File: src/hw/rtl/wsm_pkg.sv
package wsm_pkg;

    localparam int CMD_W    = 16;
    localparam int SPEED_W  = 16;
    localparam int WHEELS   = 4;
    localparam int SUM_W    = 42;
    localparam int MAG_W    = SUM_W - 1;
    localparam int QUO_W    = 16;
    localparam int PROD_W   = MAG_W + QUO_W;
    localparam int STEPS    = QUO_W;
    localparam int FRAC_W   = 16;

    // sqrt(3)/2 in Q1.16
    localparam logic signed [17:0] K_Q16 = 18'sd56756;

    localparam logic [2:0] MODE_DIFF    = 3'd0;
    localparam logic [2:0] MODE_SKID    = 3'd1;
    localparam logic [2:0] MODE_OMNI90  = 3'd2;
    localparam logic [2:0] MODE_MECANUM = 3'd3;
    localparam logic [2:0] MODE_OMNI3   = 3'd4;
    localparam logic [2:0] MODE_HOLD    = 3'd5;
    localparam logic [2:0] MODE_DEBUG   = 3'd6;
    localparam logic [2:0] MODE_HOLD_B  = 3'd7;

    localparam logic [2:0] REG_DRIVE_MODE    = 3'd0;
    localparam logic [2:0] REG_SPEED_LIMIT   = 3'd1;
    localparam logic [2:0] REG_YAW_GAIN      = 3'd2;
    localparam logic [2:0] REG_MOTOR_PRESENT = 3'd3;
    localparam logic [2:0] REG_REVERSE_MASK  = 3'd4;

    localparam logic signed [SPEED_W-1:0] SPEED_MAX = {1'b0, {(SPEED_W-1){1'b1}}};
    localparam logic signed [SPEED_W-1:0] SPEED_MIN = {1'b1, {(SPEED_W-1){1'b0}}};

    // signed saturation of a sign and magnitude pair
    function automatic logic signed [SPEED_W-1:0] sat_speed(input logic neg,
                                                            input logic [QUO_W-1:0] m);
        logic signed [SPEED_W-1:0] r;
        if (neg) begin
            if (m >= QUO_W'(SPEED_MAX) + QUO_W'(1)) r = SPEED_MIN;
            else                                    r = -$signed(SPEED_W'(m));
        end
        else begin
            if (m > QUO_W'(SPEED_MAX)) r = SPEED_MAX;
            else                       r = $signed(SPEED_W'(m));
        end
        return r;
    endfunction

endpackage

File: src/hw/rtl/wsm_divider.sv
module wsm_divider
(
    input  logic                        clk,
    input  logic                        en,
    input  logic [wsm_pkg::PROD_W-1:0]  num,
    input  logic [wsm_pkg::MAG_W-1:0]   den,
    output logic [wsm_pkg::QUO_W-1:0]   quo
);

    logic [wsm_pkg::PROD_W-1:0] rem_reg [0:wsm_pkg::STEPS];
    logic [wsm_pkg::MAG_W-1:0]  den_reg [0:wsm_pkg::STEPS];
    logic [wsm_pkg::QUO_W-1:0]  quo_reg [0:wsm_pkg::STEPS];
    logic [wsm_pkg::PROD_W-1:0] rem_next [0:wsm_pkg::STEPS-1];
    logic [wsm_pkg::QUO_W-1:0]  quo_next [0:wsm_pkg::STEPS-1];

    // one restoring step per stage, msb first
    for (genvar i = 0; i < wsm_pkg::STEPS; i++) begin : g_step
        localparam int SH = wsm_pkg::STEPS - 1 - i;
        logic [wsm_pkg::PROD_W-1:0] trial;
        logic                       fit;
        assign trial       = wsm_pkg::PROD_W'(den_reg[i]) << SH;
        assign fit         = rem_reg[i] >= trial;
        assign rem_next[i] = fit ? rem_reg[i] - trial : rem_reg[i];
        assign quo_next[i] = quo_reg[i] | (wsm_pkg::QUO_W'(fit) << SH);
    end

    always_ff @(posedge clk)
    begin
        if (en)
        begin
            rem_reg[0] <= num;
            den_reg[0] <= den;
            quo_reg[0] <= '0;
            for (int i = 0; i < wsm_pkg::STEPS; i++)
            begin
                rem_reg[i+1] <= rem_next[i];
                den_reg[i+1] <= den_reg[i];
                quo_reg[i+1] <= quo_next[i];
            end
        end
    end

    assign quo = quo_reg[wsm_pkg::STEPS];

endmodule

File: config.mk
export PLATFORM = sky130hd
export DESIGN_NAME = wsm_divider
export DESIGN_NICKNAME = d
export VERILOG_FILES = /design/src/hw/rtl/wsm_pkg.sv /design/src/hw/rtl/wsm_divider.sv
export SDC_FILE = /design/constraint.sdc
export NUM_CORES = 2
export LEC_CHECK = 0
export ABC_CLOCK_PERIOD_IN_PS = 6400
export BUFFER_PORTS_ARGS = -buffer_cell sky130_fd_sc_hd__buf_2
export CAP_MARGIN = 5
export CORE_ASPECT_RATIO = 0.75
export CORE_MARGIN = 2
export CORE_UTILIZATION = 40
export DETAILED_ROUTE_END_ITERATION = 10
export GPL_ROUTABILITY_DRIVEN = 1
export RECOVER_POWER = 25
export SYNTH_ARGS = -nofsm -noshare
export SYNTH_HDL_FRONTEND = slang
export SYNTH_SLANG_ARGS = --single-unit
File: constraint.sdc
create_clock -name clk -period 6.4 [get_ports clk]
set_input_delay 0.32 -clock clk [delete_from_list [all_inputs] [get_ports clk]]
set_output_delay 0.32 -clock clk [all_outputs]
set_load 0.05 [all_outputs]
==> flow_metrics.py <==
metrics = {
    "drt": {
        "antenna_left": 0,
        "via_count": 72200,
        "wirelength_um": 279000,
        "route.detailed.wl_per_inst_um": 21.8,
        "via_per_inst": 5.65,
        "drt_iter0_drc": 8758,
        "dr.pass1.iters": 6,
        "route.detailed.drc": 0,
    },
    "synth": {
        "ys_warn_count": 0,
        "ys_top_cells_by_count": "edfxtp_1 (1,704), a21oi_1 (932), inv_1 (856), nand2_1 (686), nor2_1 (666)",
        "syn_nets": 9967,
        "synth_edf_count": 1704,
        "ys.flop_type": "edfxtp_1",
        "synth_seq_cells": 1704,
        "ys_seq_area_share_pct": 52.3,
        "synth_area_per_cell_um2": 10.6,
        "synthTopCellsByArea": "edfxtp_1 (52%), ha_1 (8.4%), a21oi_1 (4.8%)",
        "synth_area_um2": 97800,
        "netlist_instances": 9196,
        "yosysTopAreaCellShare_pct": 52.3,
        "synthArstFlopShare_pct": 0,
        "yosysTopAreaCell": "edfxtp_1",
        "yosysUniqueCellTypes": 107,
        "yosysMostFrequentCell": "edfxtp_1",
    },
    "floorplan": {
        "die_h_um": 432,
        "core_area_um2": 244000,
        "rows": 157,
        "die-area_um2": 249000,
        "die_x_um": 575,
        "pin_count": 116,
        "start_util_pct": 40.2,
    },
    "sta": {
        "setup_viol_count_final": 0,
        "finalHoldViolCount": 0,
        "relSlewSlack_pct": 18.8,
        "tns_ps": 0,
        "min_period_over_period_pct": 84.2,
        "min_period_ps": 5390,
        "slew_viol_final": 0,
        "rsz0062_at_grt": "false",
        "fmax_ghz": 0.185,
        "tightest_slew_ps": 1200,
        "skew_ps": 108,
    },
    "flow_run": {
        "drv_cap": 0,
    },
    "status": {
        "status": "completed",
    },
    "worst_hold_path": {
        "hold_depth": 2,
        "hp-class": "input pin to flip-flop",
        "hold_end": "rem_reg[0][45]$_DFFE_PP_",
        "hold_start": "num[45]",
    },
    "placement": {
        "dp_hpwl_um": 216000,
        "portBuffers": 115,
        "gp_congestion": 0.990,
        "postPlaceCellArea_um2": 102000,
    },
    "layout": {
        "flow.area_growth_from_synthesis_pct": 11.4,
        "layout-drive-gt1-share_pct": 6.53,
        "nNetsFinal": 10200,
        "largest_reg_flops": 912,
        "post-route-cell-area_um2": 109000,
    },
    "cts": {
        "cts_setup_buffers": 0,
        "cts_tree": "done",
        "clkLatencyLatePin_ps": 880,
        "htreeDepth": 4,
        "clock_path_buffers": 4,
        "cts_sinks": 1704,
        "numCtsBuffers": 190,
        "cts-root-buf": "clkbuf_16",
        "clkSlewWorstSetupHoldPaths_ps": 60,
    },
    "power_and_ir_drop": {
        "ir_drop_v": 0.000249,
        "power_density_nw_per_um2": 469,
        "p_total_mw": 51.1,
        "cellLeakagePower_nw": 43.2,
    },
    "global_route": {
        "grt_overflow": 0,
        "antenna_found_initial": 22,
        "first_global_vias": 66300,
        "grt_first_pass_wirelength_um": 420000,
        "track_usage_pct": 22.0,
        "grt_max_degree": 181,
    },
    "setup_path": {
        "path_class": "flip-flop to flip-flop",
        "cp-start-kind": "flip-flop",
        "r2r-start": "den_reg[0][164]$_DFFE_PP_",
        "cp_max_fo": 66,
        "cp-end-kind": "flip-flop",
        "cp_data_required_time_ps": 6990,
        "arrival_ps": 5980,
        "r2r_end": "rem_reg[0][330]$_DFFE_PP_",
        "r2r_setup_slack_ps": 1010,
        "r2r_cells": 13,
    },
}
[timing repair]
item | in CTS | in global routing
hold endpoints to repair | 115 | 0
hold buffers | 99 | 0
gates resized for setup | 0 | 0
[per-layer routing]
layer	wire length, um	track usage [%]	vias up
met2	96000	25.9	2910
li1	-	-	34100
met1	147000	37.3	34900
met4	4010	3.78	10
met5	69	0	-
met3	31000	6.89	268
[worst max path at each step]
stage	start	endpoint	slack [ps]	cells past startpoint
global route	den_reg[0][164]$_DFFE_PP_	rem_reg[0][341]$_DFFE_PP_	800	13
global placement	den_reg[0][165]$_DFFE_PP_	rem_reg[0][337]$_DFFE_PP_	1330	13
CTS	den_reg[0][164]$_DFFE_PP_	rem_reg[0][330]$_DFFE_PP_	1320	13
detailed placement	den_reg[0][164]$_DFFE_PP_	rem_reg[0][330]$_DFFE_PP_	1370	13
floorplan	den_reg[0][164]$_DFFE_PP_	rem_reg[0][307]$_DFFE_PP_	2740	15
finish	den_reg[0][164]$_DFFE_PP_	rem_reg[0][330]$_DFFE_PP_	1010	13
[logic make-up after synthesis]
group                    after synthesis  synth area share, %
AO/OA/AOI/OAI                       2568                 16.2
XOR/XNOR                             661                 5.92
adder cells (fa/ha/maj)              671                 8.70
buffers and inverters               1166                 4.51
flip-flops                          1704                 52.3
multiplexers                          82                0.942
AND/OR/NAND/NOR                     2344                 11.5
[placed cells by master (no fill, tap or decap), drive strengths merged, types with 93 or more instances in the layout]
cell type	n
a21o	377
a21oi	932
buf	180
clkbuf	247
dlygate4sd3	99
edfxtp	1704
ha	656
inv	860
nand2	688
nand3	146
nand4	177
nor2	666
nor2b	93
nor3	121
nor4	94
o21ai	607
o21bai	114
xnor2	379
xor2	282
[final cells by class]
cell class,count,area [um^2]
multi-input cells,6326,42400
inverters,858,3220
fillers,22800,135000
diodes,11,27.5
clock buffers,225,4950
well taps,3259,4080
flip-flops and latches,1704,51200
clock inverters,97,828
repair buffers,301,2400
[report_power, final]
part / total [mW] / switching (mW) / internal [mW]
logic: 22.4 / 13.5 / 8.93
registers: 18.2 / 1.99 / 16.2
clock network: 10.5 / 4.46 / 6.03
[worst max-delay path, stage by stage, from the launching register on]
cell	delay, ps
edfxtp_1	410
ha_1	250
fa_1	420
nand2b_1	200
a21oi_1	250
o21ai_0	370
o211ai_1	780
a21oi_1	290
o41ai_2	710
a41oi_1	350
o21ba_2	410
buf_12	220
inv_1	110
mux2_2	330
[per-stage QoR]
step                      setup slack, ps  util [%]  cells  hold WS (ps)
after floorplan                      2740         -   9196           400
after global routing                  800      44.8  12800           137
after global placement               1330      42.0  12300           401
after detailed placement             1370      42.0  12300           405
final                                1010      44.8  12800           175
after CTS                            1320      44.8  12800          96.9
Power figures use the tool's default switching activity.
